File: src/hw/rtl/nmeasc_pkg.sv
// Shared types and constants for the NMEA sentence checker.
package nmeasc_pkg;

	localparam int CNT_WIDTH_DEF = 32;
	localparam int LEN_W         = 10;
	localparam int MIN_W         = 8;
	localparam int IDX_W         = 4;
	localparam int CFG_DATA_W    = 10;
	localparam int CFG_SEL_W     = 2;

	// Configuration register indexes
	localparam logic [CFG_SEL_W-1:0] CFG_MAX_LEN = 2'd0;
	localparam logic [CFG_SEL_W-1:0] CFG_MIN_LEN = 2'd1;
	localparam logic [CFG_SEL_W-1:0] CFG_SAT_IDX = 2'd2;

	localparam logic [LEN_W-1:0] MAX_LEN_RST = 10'd256;
	localparam logic [MIN_W-1:0] MIN_LEN_RST = 8'd10;
	localparam logic [IDX_W-1:0] SAT_IDX_RST = 4'd7;

	typedef struct packed {
		logic [LEN_W-1:0] max_len;
		logic [MIN_W-1:0] min_len;
		logic [IDX_W-1:0] sat_idx;
	} cfg_t;

	// Line summary from the parser at the byte that closes a line
	typedef struct packed {
		logic             emit;
		logic             valid;
		logic [7:0]       sats;
		logic             is_gga;
		logic [LEN_W-1:0] len;
	} line_end_t;

	typedef struct packed {
		logic             line_valid;
		logic [7:0]       satellites;
		logic             is_gga;
		logic [LEN_W-1:0] line_length;
		logic [31:0]      valid_count;
		logic [31:0]      byte_count;
		logic             fix_seen;
	} result_t;

endpackage

File: src/hw/rtl/nmeasc_parse.sv
// Per-line parser: framing, checksum, GGA detection and satellite field.
module nmeasc_parse import nmeasc_pkg::*; (
	input  logic       clk,
	input  logic       arst_n,
	input  logic       take,
	input  logic [7:0] rx_byte,
	input  cfg_t       cfg,
	output line_end_t  line_end
);

	localparam logic [7:0] CH_LF     = 8'd10;
	localparam logic [7:0] CH_CR     = 8'd13;
	localparam logic [7:0] CH_SPACE  = 8'd32;
	localparam logic [7:0] CH_TILDE  = 8'd126;
	localparam logic [7:0] CH_DOLLAR = 8'h24;
	localparam logic [7:0] CH_STAR   = 8'h2A;
	localparam logic [7:0] CH_COMMA  = 8'h2C;
	localparam logic [7:0] CH_ZERO   = 8'h30;
	localparam logic [7:0] CH_NINE   = 8'h39;
	localparam logic [7:0] CH_A      = 8'h41;
	localparam logic [15:0] CH_GG    = 16'h4747;
	localparam logic [IDX_W-1:0] COMMA_MAX = '1;

	// {ok, nibble}
	function automatic logic [4:0] hex_dec(input logic [7:0] c);
		logic [7:0] t;
		t = 8'd0;
		if (c >= 8'h30 && c <= 8'h39) begin
			t = c - 8'h30;
			return {1'b1, t[3:0]};
		end else if (c >= 8'h41 && c <= 8'h46) begin
			t = c - 8'h37;
			return {1'b1, t[3:0]};
		end else if (c >= 8'h61 && c <= 8'h66) begin
			t = c - 8'h57;
			return {1'b1, t[3:0]};
		end
		return 5'd0;
	endfunction

	logic [LEN_W-1:0] len_q, len_d;
	logic             dollar_q, dollar_d;
	logic             star_q, star_d;
	logic [7:0]       xor_q, xor_d;
	logic [1:0]       hex_cnt_q, hex_cnt_d;
	logic             hex_stop_q, hex_stop_d;
	logic [7:0]       sum_q, sum_d;
	logic [15:0]      last2_q, last2_d;
	logic             gga_q, gga_d;
	logic [IDX_W-1:0] comma_q, comma_d;
	logic [7:0]       sat_q, sat_d;
	logic             sat_stop_q, sat_stop_d;
	logic             sat_any_q, sat_any_d;

	logic       is_eol, printable, is_digit;
	logic [4:0] hx;
	logic [7:0] dig;
	logic [7:0] sat_mul;

	assign is_eol    = (rx_byte == CH_LF) || (rx_byte == CH_CR);
	assign printable = (rx_byte >= CH_SPACE) && (rx_byte <= CH_TILDE);
	assign is_digit  = (rx_byte >= CH_ZERO) && (rx_byte <= CH_NINE);
	assign hx        = hex_dec(rx_byte);
	assign dig       = rx_byte - CH_ZERO;
	assign sat_mul   = {sat_q[4:0], 3'b000} + {sat_q[6:0], 1'b0} + {4'b0000, dig[3:0]};

	always_comb begin
		line_end.emit   = is_eol && (len_q != '0);
		line_end.valid  = (len_q >= {2'b00, cfg.min_len}) && dollar_q && star_q
			&& (xor_q == sum_q);
		line_end.sats   = (gga_q && comma_q > cfg.sat_idx && sat_any_q) ? sat_q : 8'd0;
		line_end.is_gga = gga_q;
		line_end.len    = len_q;
	end

	always_comb begin
		len_d      = len_q;
		dollar_d   = dollar_q;
		star_d     = star_q;
		xor_d      = xor_q;
		hex_cnt_d  = hex_cnt_q;
		hex_stop_d = hex_stop_q;
		sum_d      = sum_q;
		last2_d    = last2_q;
		gga_d      = gga_q;
		comma_d    = comma_q;
		sat_d      = sat_q;
		sat_stop_d = sat_stop_q;
		sat_any_d  = sat_any_q;
		// len + 1 > max  <=>  len >= max
		if (is_eol || (printable && len_q >= cfg.max_len)) begin
			len_d      = '0;
			dollar_d   = 1'b0;
			star_d     = 1'b0;
			xor_d      = '0;
			hex_cnt_d  = '0;
			hex_stop_d = 1'b0;
			sum_d      = '0;
			last2_d    = '0;
			gga_d      = 1'b0;
			comma_d    = '0;
			sat_d      = '0;
			sat_stop_d = 1'b0;
			sat_any_d  = 1'b0;
		end else if (printable) begin
			if (len_q == '0) begin
				dollar_d = (rx_byte == CH_DOLLAR);
				star_d   = (rx_byte == CH_STAR);
			end else if (!star_q) begin
				if (rx_byte == CH_STAR) star_d = 1'b1;
				else xor_d = xor_q ^ rx_byte;
			end else if (!hex_stop_q && hex_cnt_q != 2'd2) begin
				if (!hx[4]) begin
					hex_stop_d = 1'b1;
				end else begin
					sum_d     = {sum_q[3:0], hx[3:0]};
					hex_cnt_d = hex_cnt_q + 2'd1;
				end
			end
			if (rx_byte == CH_A && last2_q == CH_GG) gga_d = 1'b1;
			last2_d = {last2_q[7:0], rx_byte};
			if (rx_byte == CH_COMMA) begin
				if (comma_q != COMMA_MAX) comma_d = comma_q + IDX_W'(1);
			end else if (comma_q == cfg.sat_idx) begin
				sat_any_d = 1'b1;
				if (!sat_stop_q && is_digit) sat_d = sat_mul;
				else sat_stop_d = 1'b1;
			end
			len_d = len_q + LEN_W'(1);
		end
	end

	always_ff @(posedge clk or negedge arst_n) begin
		if (!arst_n) begin
			len_q      <= '0;
			dollar_q   <= 1'b0;
			star_q     <= 1'b0;
			xor_q      <= '0;
			hex_cnt_q  <= '0;
			hex_stop_q <= 1'b0;
			sum_q      <= '0;
			last2_q    <= '0;
			gga_q      <= 1'b0;
			comma_q    <= '0;
			sat_q      <= '0;
			sat_stop_q <= 1'b0;
			sat_any_q  <= 1'b0;
		end else if (take) begin
			len_q      <= len_d;
			dollar_q   <= dollar_d;
			star_q     <= star_d;
			xor_q      <= xor_d;
			hex_cnt_q  <= hex_cnt_d;
			hex_stop_q <= hex_stop_d;
			sum_q      <= sum_d;
			last2_q    <= last2_d;
			gga_q      <= gga_d;
			comma_q    <= comma_d;
			sat_q      <= sat_d;
			sat_stop_q <= sat_stop_d;
			sat_any_q  <= sat_any_d;
		end
	end

endmodule

File: config.mk
export PLATFORM = sky130hd
export DESIGN_NAME = nmeasc_parse
export DESIGN_NICKNAME = d
export VERILOG_FILES = /design/src/hw/rtl/nmeasc_pkg.sv /design/src/hw/rtl/nmeasc_parse.sv
export SDC_FILE = /design/constraint.sdc
export NUM_CORES = 1
export LEC_CHECK = 0
export BUFFER_PORTS_ARGS = -buffer_cell sky130_fd_sc_hd__buf_2
export CAP_MARGIN = 20
export CELL_PAD_IN_SITES_DETAIL_PLACEMENT = 0
export CELL_PAD_IN_SITES_GLOBAL_PLACEMENT = 1
export CORE_MARGIN = 3
export CORE_UTILIZATION = 41
export DETAILED_ROUTE_END_ITERATION = 10
export HOLD_SLACK_MARGIN = 0.15
export PLACE_DENSITY = 0.88
export SYNTH_ARGS = -nofsm -noshare
export SYNTH_HDL_FRONTEND = slang
export SYNTH_SLANG_ARGS = --single-unit
File: constraint.sdc
create_clock -name clk -period 2.3 [get_ports clk]
set_input_delay 0.23 -clock clk [delete_from_list [all_inputs] [get_ports clk]]
set_output_delay 0.23 -clock clk [all_outputs]
set_load 0.01 [all_outputs]
Word level (Yosys, flattened, before mapping). Index checks and enable logic that the tools add are counted. Widths: inputs -> output; s select.

Input port bits: 33. Logic and storage cells: 154. Output and inout port bits: 21. Flip-flop bits (word level): 62.

Bitwise gates (word level): 1. Muxes and demuxes: 64. Equality and inequality tests: 17. $lt $le $gt $ge: 11. Reductions and logical operators: 40. $add $sub $neg: 8.

Operator list (count): $mux 8 (17); $mux 16 (2); $mux 1 (29); $eq 8x6->1 const B (3); $le 8x7->1 const B (3); $mux 10 (2); $mux 5 (4); $reduce_bool 2->1 (10); $eq 16x15->1 const B (1); $eq 8x4->1 const B (2); $ge 8x6->1 const B (2); $ge 8x7->1 const B (2); $mux 4 (4); $reduce_and 5->1 (3); $logic_and 1x1->1 (14); $mux 2 (6); $reduce_and 6->1 (2); $add 10x1->10 const B (1); $ge 10x10->1 (1); $ge 10x8->1 (1); $logic_not 10->1 (1); $ne 2x2->1 const B (5); $reduce_bool 10->1 (1); $add 8x4->8 (1); 18 further kinds (24).

Depth between registers and ports, before layout. Gate-level depths: netlist (run 1).

Depth after elaboration: 12. Depth in mapped cells: 10. Mapped depth without buffers: 9.

Least setup slack after synthesis (run 1). OpenSTA, ideal clock, no wires.

Path type: flip-flop to flip-flop. Start: reg len_q[0]. End: reg sat_any_q. Library setup time: 77 ps. Period minus slack after synthesis: 2434 ps. Buffers on the path: 1. Cell stages (with the launch flop): 11. Setup slack: -134 ps. Required time: 2223 ps. Arrival time: 2356 ps. Cells stage by stage: dfrtp_1 > inv_1 > ha_1 > nand2b_1 > a21o_1 > a311oi_4 > a21boi_2 > or2_1 > and2_1 > buf_2 > a21oi_1.

Cells in the longest elaborated chain, start to end: 5. Elaborated cells between the ends (all ways): 8. Those cells by class: order compare (1); eq/ne (1); mux (1); reduce/logical (5).

RTL lines: from (decl) (RTL line nmeasc_parse.sv:41) `logic [LEN_W-1:0] len_q, len_d;`; from (signal assigned) (RTL line nmeasc_parse.sv:149) `len_q <= len_d;`; $ge 10x10->1 * (RTL line nmeasc_parse.sv:91) `if (is_eol || (printable && len_q >= cfg.max_len)) begin`; $logic_and 1x1->1 * (RTL line nmeasc_parse.sv:91); $logic_or 1x1->1 * (RTL line nmeasc_parse.sv:91); $ne 2x2->1 (no source line) / $reduce_bool 2->1 (equally long branches); $reduce_and 4->1 (no source line); to (signal assigned) (RTL line nmeasc_parse.sv:161) `sat_any_q <= sat_any_d;`; to (decl) (RTL line nmeasc_parse.sv:53) `logic sat_any_q, sat_any_d;`.

Mark *: on every way between the ends. The rest lies on a longest branch, timed or not. A chain may end at the register's enable or synchronous reset.

Worst setup path after layout (run 1).
Start: reg len_q[0]. End: reg sum_q[0].

Cells in the longest elaborated chain, start to end: 5. Elaborated cells between the ends (all ways): 11. Those cells by class: order compare (1); eq/ne (1); mux (1); reduce/logical (8).

RTL lines: $ge 10x10->1 (RTL line nmeasc_parse.sv:91); $logic_and 1x1->1 (RTL line nmeasc_parse.sv:91); $logic_or 1x1->1 (RTL line nmeasc_parse.sv:91); $ne 2x2->1 (no source line) / $reduce_bool 2->1 (equally long branches); $reduce_and 6->1 (no source line); to (signal assigned) (RTL line nmeasc_parse.sv:155) `sum_q <= sum_d;`; to (decl) (RTL line nmeasc_parse.sv:47) `logic [7:0] sum_q, sum_d;`.

Several ways; a longest one is shown, not always the timed one.

==> metrics.txt, run 1 <==
status=complete, but fails checks; violated checks=setup timing; setup-violating endpoint count in the final report=2; worst reg2reg setup slack=-0.02 ns; gate count of the mapped netlist=405; detail-routed net length per standard cell=15.2 um; number of antenna diodes=0; gr usage total=17.6%; transition time of the tightest slew-check pin=0.787 ns; beginning of the worst register-to-register path=len_q[0]; Setup crit end kind=register; max-slew headroom at the worst pin=47.5%; I/O Pins=54; Setup TNS=-0.0303 ns; cells traversed along the worst timing path=inv_2, ha_1, nand2b_4, a21o_1, a311oi_4, buf_4, a31oi_4, a221oi_2, o32ai_1; maximum fanout count along the critical path=5; required time at the endpoint of the critical path=2.51 ns; horizontal die dimension=105 um; clk sink count=62; residual antenna-violating net count after detailed routing=0; post-detailed-route via-to-cell ratio=5.23; deepest level of the CTS H-tree=3; fill cell instance count of the final layout=825; final hold violation count=0; ratio of cells with drive above 1 in the final layout=34.7%; register bit count reported by yosys=62; area growth from synthesis to layout=29.7%; Static Leak=0.00255 uW; Cell Area, Synth=0.00400 mm2; power per cell area=637 mW/mm2; setup repair after global routing missed its margin=true; CTS Buf Count=9; post-route clock skew=0.00532 ns; Worst Reg-to-Reg Cells=9; number of buffers inserted by port buffering=53; slowest cell on the critical path=sky130_fd_sc_hd__a311oi_4; initial cell density of the core=42.7%; number of DRC markers after the initial detailed-route iteration=200; cell chosen for the clock root=sky130_fd_sc_hd__clkbuf_8; vias in the first global route=3337; most common library cell in the layout ignoring fill and taps=sky130_fd_sc_hd__dfrtp_1; Pre-antenna DRT Iters=4; Layout Cells excl Fill=636; Critical Path End=sum_q[0]; share of the cycle needed by the critical path after routing=101%; Post-synth EDFFs=0; initial antenna violation count=0; timing startpoint of the critical path=len_q[0]; maximum number of pins on one net before global-route repair=63; average footprint of a synthesized cell=9.88 um2; VDD IR-drop max=0.386 mV; Netlist cell types=56; Max Buffers Root-to-Sink=2; clock tree from TritonCTS=yes; critical path class=reg -> reg; highest clock frequency the design can meet=431 MHz; utilization of the core after routing=55.4%; setup ws final=-0.0181 ns; post-DP HPWL=7030 um; total congestion overflow after global routing=0; share of synthesized registers carrying an async set or reset=100%; max-slew violation count=0; final hold slack=0.181 ns; Worst EP arrival=2.53 ns; reg2reg end=sum_q[0]; power after layout=3310 uW; Total Nets Final=579; commonest cells after routing, fill and taps aside=sky130_fd_sc_hd__dfrtp_1 (60), sky130_fd_sc_hd__buf_2 (53), sky130_fd_sc_hd__inv_1 (41); CP Launch Type=register; slowest stage delay, CP=0.40 ns; Die Outline Area=0.0110 mm2; global-route wire length before repair=15700 um; shortest period the worst path allows=2.32 ns; die outline height=105 um; nets in the synthesized netlist=481; Cells after DPL=614; Final Routed Wirelength=9670 um; placeable core region=0.00937 mm2; insertion delay to the later sink of the worst-skew pair=0.34 ns; sequential fraction of the synthesis area=38.8%; row count=35; vias after detailed routing=3326; main flop type after synthesis=sky130_fd_sc_hd__dfrtp_1; Synthesis Warnings=0; hold crit path type=in -> reg; Post-route DRC=0; MaxCap Viol Count=0; clock-pin slew reported for the worst setup and hold paths after clock tree synthesis=0.07 ns; global placer's final weighted congestion=0.814
-- worst max-delay path: cells and delay by family (launching register included) --
family                     cells  cell delay (ns)
buffers and inverters          2             0.28
adders and majority gates      1             0.22
AOI/OAI and AO/OA              5             1.17
and+or+nand+nor                1             0.13
DFF                            1             0.39
-- per-layer routing --
metal	global-route usage [%]	up-vias	part of all wire (%)
met2	27.8	90	47
met4	6.28	0	1.6
met5	0	-	0
met1	23.9	1596	47
li1	-	1624	-
met3	3.83	16	4.7
-- state kept, by name, indices dropped and copies added, names as in the netlist, 2 cells and up --
name       cells
sum_q          8
last2_q       16
xor_q          8
sat_q          8
hex_cnt_q      2
comma_q        4
len_q         10
-- cells in the mapped netlist (all sizes together), types with 7 or more instances --
cell	number	area (um2)
nand2	32	120
dfrtp	62	1550
a21o	8	60.1
ha	41	513
and2	13	81.3
inv	42	158
o21ai	17	92.6
xor2	17	149
a22o	23	201
xnor2	16	140
a21oi	11	55.1
nor2	32	130
buf	10	58.8
nand4	7	43.8
nand3	16	85.1
-- final cells by class --
cell class	instances	area, um2	area share (%)
Clock buffer	11	141	2.72
Multi-Input combinational cell	291	2490	48.0
Timing Repair Buffer	97	638	12.3
Clock inverter	4	47.5	0.916
Tap cell	129	161	3.11
Sequential cell	62	1550	29.9
Inverter	42	158	3.04
-- timing repair --
action	CTS	global route
endpoints found under the hold margin	62	0
cloned	0	1
setup endpoints to repair	11	51
setup buffers	3	2
hold buffers	1	0
pin swaps	8	21
gates resized for setup	7	59
-- worst min-delay path by stage --
| stage | start | end | slack, ns | depth (start not counted) |
|---|---|---|---|---|
| global route | rx_byte[1] | last2_q[1] | 0.20 | 2 |
| global placement | arst_n | xor_q[1] | 0.44 | 2 |
| finish | rx_byte[1] | last2_q[1] | 0.18 | 2 |
| detailed placement | arst_n | xor_q[1] | 0.45 | 2 |
| CTS | rx_byte[1] | last2_q[1] | 0.16 | 2 |
| floorplan | arst_n | comma_q[0] | -0.07 | 0 |
-- power breakdown --
part	internal (uW)	switching, uW
Sequential	1260	147
Clock	520	413
Combinational	476	490
Total	2260	1050
-- logic make-up (layout without fill, tap and decap cells) --
kind of cell | after synthesis | after routing | synth area share [%]
AOI/OAI and AO/OA | 83 | 83 | 16.9
xor gates and xnor gates | 33 | 33 | 7.23
adders and majority gates | 43 | 43 | 13.8
buffers and inverters | 52 | 154 | 5.41
DFF | 62 | 62 | 38.8
muxes | 2 | 2 | 0.532
and+or+nand+nor | 130 | 130 | 17.4
-- per-stage QoR --
| stage | setup slack [ns] | area [um2] |
|---|---|---|
| floorplan | 0.00253 | 4020 |
| global placement | 0.00801 | 4670 |
| detailed placement | -0.0267 | 4670 |
| CTS | -0.0417 | 4930 |
| global route | -0.131 | 5190 |
| finish | -0.0181 | 5190 |
(Power assumes the default switching activity.)
==> run 2, diff against run 1 <==
Settings changed: BUFFER_PORTS_ARGS -buffer_cell sky130_fd_sc_hd__buf_2 to -buffer_cell sky130_fd_sc_hd__buf_4.
==> metrics.txt, run 2 (synthesis results as in run 1) <==
Pre-antenna DRT Iters=4 (unchanged); max-slew headroom at the worst pin=47.8% (+0.27 points); clk sink count=62 (unchanged); detail-routed net length per standard cell=15.8 um (+3.9%); count of buffering cells on the critical path with inverters included=3 (+1); violated checks=setup timing; gr usage total=18.0% (+0.39 points); max FFs per register=16 (unchanged); Cells after DPL=613 (-0.16%); Total Nets Final=577 (-0.35%); slowest stage delay, CP=0.39 ns (about the same); vias in the first global route=3406 (+2.1%); cell chosen for the clock root=sky130_fd_sc_hd__clkbuf_8; utilization of the core after routing=56.7% (+1.3 points); final hold violation count=0 (unchanged); horizontal die dimension=105 um (unchanged); cells traversed along the worst timing path=inv_2, ha_1, nand2b_4, a21o_1, a311oi_4, buf_4, nand2_4, o21a_1, o21ai_2, buf_6, a22o_1; share of the cycle needed by the critical path after routing=104% (+2.9 points); final hold slack=0.186 ns (+0.00528 ns); global-route wire length before repair=16100 um (+2.2%); I/O Pins=54 (unchanged); vias after detailed routing=3324 (-0.060%); initial antenna violation count=0 (unchanged); commonest cells after routing, fill and taps aside=sky130_fd_sc_hd__buf_4 (87), sky130_fd_sc_hd__dfrtp_1 (60), sky130_fd_sc_hd__inv_1 (41); number of antenna diodes=0 (unchanged); global placer's final weighted congestion=0.845 (+3.9%); setup ws final=-0.0847 ns (-0.0666 ns); largest registers in the final layout=last2_q (16), len_q (10); slowest cell on the critical path=sky130_fd_sc_hd__dfrtp_1; Max Buffers Root-to-Sink=2 (unchanged); required time at the endpoint of the critical path=2.58 ns (+0.07 ns); status=complete, but fails checks; power per cell area=632 mW/mm2 (-0.76%); most common library cell in the layout ignoring fill and taps=sky130_fd_sc_hd__buf_4; die outline height=105 um (unchanged); Final Routed Wirelength=10000 um (+3.8%); Static Leak=0.00258 uW (+1.1%); post-route clock skew=0.0122 ns (+0.00689 ns); number of DRC markers after the initial detailed-route iteration=140 (-30%); initial cell density of the core=42.7% (unchanged); total congestion overflow after global routing=0 (unchanged); clock-pin slew reported for the worst setup and hold paths after clock tree synthesis=0.07 ns (about the same); highest clock frequency the design can meet=419 MHz (-2.8%); setup-violating endpoint count in the final report=37 (+35); insertion delay to the later sink of the worst-skew pair=0.35 ns (about the same); transition time of the tightest slew-check pin=0.783 ns (-0.00404 ns); ratio of cells with drive above 1 in the final layout=34.2% (-0.52 points); Post-route DRC=0 (unchanged); VDD IR-drop max=0.427 mV (+11%); critical path class=reg -> reg; area growth from synthesis to layout=32.9%; maximum number of pins on one net before global-route repair=63 (unchanged); CP Launch Type=register; hold crit path type=in -> reg; clock tree from TritonCTS=yes; CTS Buf Count=9 (unchanged); residual antenna-violating net count after detailed routing=0 (unchanged); number of buffers inserted by port buffering=53 (unchanged); Setup crit end kind=register; placeable core region=0.00937 mm2 (unchanged); Worst EP arrival=2.67 ns (+0.14 ns); post-detailed-route via-to-cell ratio=5.23 (about the same); Layout Cells excl Fill=635 (-0.16%); setup repair after global routing missed its margin=true; maximum fanout count along the critical path=8 (+3); max-slew violation count=0 (unchanged); deepest level of the CTS H-tree=3 (unchanged); Die Outline Area=0.0110 mm2 (unchanged); row count=35 (unchanged); MaxCap Viol Count=0 (unchanged); register with the most flip-flops=last2_q; crit-path leading delay family=compound AO/OA/AOI/OAI gates; shortest period the worst path allows=2.38 ns (+0.0666 ns); post-DP HPWL=7090 um (+0.93%)
==> run 2: path summary, 6_finish.rpt <==
| check | startpoint | end | slack, ns | cells after the start |
|---|---|---|---|---|
| setup reg to reg | len_q[0] | sat_q[6] | -0.08 | 11 |
| max in group asynchronous | arst_n | comma_q[0] | 1.24 | 2 |
| min in group asynchronous | arst_n | sum_q[4] | 0.51 | 2 |
| hold reg to reg | hex_cnt_q[0] | hex_cnt_q[0] | 0.49 | 1 |
| hold / removal | rx_byte[4] | last2_q[4] | 0.19 | 2 |
| setup / recovery | len_q[0] | sat_q[6] | -0.08 | 11 |
==> run 2: stage by stage <==
step / worst slack (ns) / area [um2] / setup TNS, ns / power, uW
finish: -0.0847 / 5320 / -1.49 / 3360
floorplan: 0.00253 / 4020 / 0 / 1930
detailed placement: -0.0504 / 4800 / -0.0504 / 2290
CTS: -0.00456 / 5050 / -0.00456 / 3270
global route: -0.173 / 5320 / -4.91 / 3570
global placement: 0.0106 / 4800 / 0 / 2250
==> run 2: final cells by class <==
| cell class | instances | area (um2) |
|---|---|---|
| multi-input cells | 291 | 2470 |
| well taps | 129 | 161 |
| inverters | 42 | 158 |
| flip-flops and latches | 62 | 1550 |
| clock buffers | 12 | 145 |
| repair buffers | 95 | 781 |
| clock inverters | 4 | 47.5 |
| fillers | 836 | 4060 |
==> run 2: per-layer routing <==
metal,track usage (%),up-vias,share of wire (%)
li1,-,1612,-
met1,23.6,1619,45
met2,29.8,84,49
met3,4.45,9,5.4
met4,4.69,0,1.1
met5,0,-,0
==> run 2: power by group <==
| group | leakage [uW] | switching (uW) | total [uW] | internal, uW |
|---|---|---|---|---|
| clock | 0.0000964 | 426 | 953 | 527 |
| combinational | 0.00167 | 488 | 997 | 508 |
| sequential | 0.000810 | 150 | 1410 | 1260 |
==> run 2: what timing repair did <==
| item | 4_1_cts | 5_1_grt |
|---|---|---|
| gates resized for setup | 5 | 59 |
| endpoints found under the setup margin | 10 | 40 |
| gates cloned | 0 | 1 |
| hold buffers | 1 | 0 |
| hold endpoints to repair | 62 | 0 |
| buffers inserted | 3 | 3 |
| pin swaps | 8 | 14 |
==> run 2: worst reg2reg max path: stages (launching register included) <==
cell and delay [ns]:
sky130_fd_sc_hd__dfrtp_1 0.39, sky130_fd_sc_hd__inv_2 0.08, sky130_fd_sc_hd__ha_1 0.23, sky130_fd_sc_hd__nand2b_4 0.14, sky130_fd_sc_hd__a21o_1 0.21, sky130_fd_sc_hd__a311oi_4 0.38
sky130_fd_sc_hd__buf_4 0.19, sky130_fd_sc_hd__nand2_4 0.07, sky130_fd_sc_hd__o21a_1 0.20, sky130_fd_sc_hd__o21ai_2 0.14, sky130_fd_sc_hd__buf_6 0.15, sky130_fd_sc_hd__a22o_1 0.14
==> run 3, diff against run 2 <==
==> constraint.sdc (replaced) <==
create_clock -name clk -period 2.3 [get_ports clk]
set_input_delay 0.46 -clock clk [delete_from_list [all_inputs] [get_ports clk]]
set_output_delay 0.46 -clock clk [all_outputs]
set_load 0.01 [all_outputs]
==> metrics.txt, run 3 (synthesis results as in run 1) <==
hold crit path type=in -> async; vias after detailed routing=3384 (+1.8%); Total Nets Final=599 (+3.8%); max-slew headroom at the worst pin=47.4% (-0.40 points); violated checks=setup timing; timing startpoint of the critical path=len_q[0]; CP Launch Type=register; CTS Buf Count=9 (unchanged); gr usage total=18.5% (+0.49 points); cell with the most instances on the worst path=sky130_fd_sc_hd__a21o_1; beginning of the worst register-to-register path=len_q[0]; Critical Path End=line_end[19]; maximum number of pins on one net before global-route repair=63 (unchanged); Final Routed Wirelength=10200 um (+1.5%); Worst Reg-to-Reg Cells=11 (unchanged); max-slew violation count=0 (unchanged); register with the most flip-flops=last2_q; MaxCap Viol Count=0 (unchanged); status=complete, but fails checks; number of buffers inserted by port buffering=53 (unchanged); post-DP HPWL=7280 um (+2.6%); highest clock frequency the design can meet=401 MHz (-4.4%); logic depth of the worst path, buffers included=10 (-1); Worst EP arrival=2.04 ns (-0.63 ns); reg2reg end=sum_q[0]; final hold slack=0.184 ns (-0.00213 ns); clock tree from TritonCTS=yes; P_sw=1110 uW (+3.9%); deepest level of the CTS H-tree=3 (unchanged); Pre-antenna DRT Iters=5 (+1); ratio of cells with drive above 1 in the final layout=40.3% (+6.2 points); Post-route DRC=0 (unchanged); post-route clock skew=0.00643 ns (-0.00578 ns); most common library cell in the layout ignoring fill and taps=sky130_fd_sc_hd__buf_4; # hold bufs at CTS=0 (-1); initial cell density of the core=42.7% (unchanged); power per cell area=595 mW/mm2 (-5.9%); largest registers in the final layout=last2_q (16), len_q (10); I/O Pins=54 (unchanged); global placer's final weighted congestion=0.857 (+1.4%); share of the cycle needed by the critical path after routing=109% (+4.8 points); setup-violating endpoint count in the final report=52 (+41%); worst reg2reg setup slack=-0.15 ns (-0.07 ns); VDD IR-drop max=0.360 mV (-16%); post-layout instance area=0.00564 mm2 (+6.0%); setup repair after global routing missed its margin=true; transition time of the tightest slew-check pin=0.789 ns (+0.00600 ns); cell chosen for the clock root=sky130_fd_sc_hd__clkbuf_8; fraction of power consumed by combinational cells=32.7% (+3.0 points); clock network fraction of total power=25.2% (-3.2 points); row count=35 (unchanged); clock-pin slew reported for the worst setup and hold paths after clock tree synthesis=0.07 ns (about the same); number of antenna diodes=0 (unchanged); total congestion overflow after global routing=0 (unchanged); placeable core region=0.00937 mm2 (unchanged); clk sink count=62 (unchanged); required time at the endpoint of the critical path=1.84 ns (-0.74 ns); initial antenna violation count=0 (unchanged); crit-path leading delay family=compound AO/OA/AOI/OAI gates; Setup crit end kind=output port; Max Buffers Root-to-Sink=2 (unchanged); residual antenna-violating net count after detailed routing=0 (unchanged); fraction of power spent switching nets=33.0% (+1.3 points); shortest period the worst path allows=2.50 ns (+0.111 ns); utilization of the core after routing=60.1% (+3.4 points); setup ws final=-0.196 ns (-0.111 ns); maximum fanout count along the critical path=2 (-6); post-detailed-route via-to-cell ratio=5.15 (-1.6%); area growth from synthesis to layout=40.9%; die outline height=105 um (unchanged); global-route wire length before repair=16600 um (+3.1%); commonest cells after routing, fill and taps aside=sky130_fd_sc_hd__buf_4 (93), sky130_fd_sc_hd__dfrtp_1 (60), sky130_fd_sc_hd__inv_1 (41); Die Outline Area=0.0110 mm2 (unchanged); detail-routed net length per standard cell=15.5 um (-1.9%); slowest stage delay, CP=0.39 ns (about the same); area of placed instances=0.00494 mm2 (+2.7%); Sequential Power Share=42.1% (about the same); total internal power=2250 uW (-2.1%); fill cell instance count of the final layout=771 (-7.8%); max FFs per register=16 (unchanged); slowest cell on the critical path=sky130_fd_sc_hd__dfrtp_1; horizontal die dimension=105 um (unchanged); final hold violation count=0 (unchanged); insertion delay to the later sink of the worst-skew pair=0.35 ns (about the same); critical path class=reg -> out; cells traversed along the worst timing path=inv_2, ha_4, nand2b_4, a21o_1, a21o_1, a21oi_2, nor2b_1, o211ai_1, a31oi_1, buf_4; vias in the first global route=3394 (-0.35%); Static Leak=0.00271 uW (+5.1%); count of buffering cells on the critical path with inverters included=2 (-1); number of DRC markers after the initial detailed-route iteration=213 (+52%)
==> run 3: how the worst min path moves through the flow <==
stage / end / slack, ns / depth (start not counted)
floorplan: comma_q[0] / 0.16 / 0
global placement: hex_cnt_q[0] / 0.46 / 1
detailed placement: hex_cnt_q[0] / 0.48 / 1
CTS: hex_cnt_q[0] / 0.21 / 1
global route: sum_q[5] / 0.24 / 1
finish: sum_q[1] / 0.18 / 1
==> run 3: timing repair <==
action                     CTS  global route
cloned                       0             1
pin swaps                   28            27
buffers inserted             6             4
resized for setup           39            66
setup endpoints to repair   37            71
==> run 3: cell type report <==
class                   count  area [um2]  share of cell area [%]
multi-input cells         291        2600                    46.1
inverters                  42         158                    2.80
clock buffers              12         145                    2.57
flip-flops and latches     62        1550                    27.6
repair buffers            117         998                    17.7
well taps                 129         161                    2.86
clock inverters             4        22.5                   0.400
==> run 3: through the flow <==
stage               worst slack (ns)  power (uW)  cells  setup TNS (ns)
floorplan                    0.00184        1930    405               0
global placement              -0.172        2260    630           -6.28
detailed placement            -0.243        2300    630           -9.98
CTS                           -0.227        3230    652           -4.01
global route                  -0.333        3550    657          -10.95
finish                        -0.196        3350    657           -5.42
==> run 3: per-layer routing <==
layer  vias up  global-route usage, %  wire, um
met5         -                      0         0
met2       114                   29.0      4790
met4         0                   7.59       197
met1      1598                   25.0      4600
li1       1656                      -         -
met3        16                   3.77       596
==> run 3: power groups by stage <==
stage	sequential, uW	combinational (uW)	clock [uW]
after floorplan	1440	495	0
after global placement	1410	849	0
after detailed placement	1420	877	0
after CTS	1400	966	864
after global routing	1430	1210	915
final	1410	1100	846
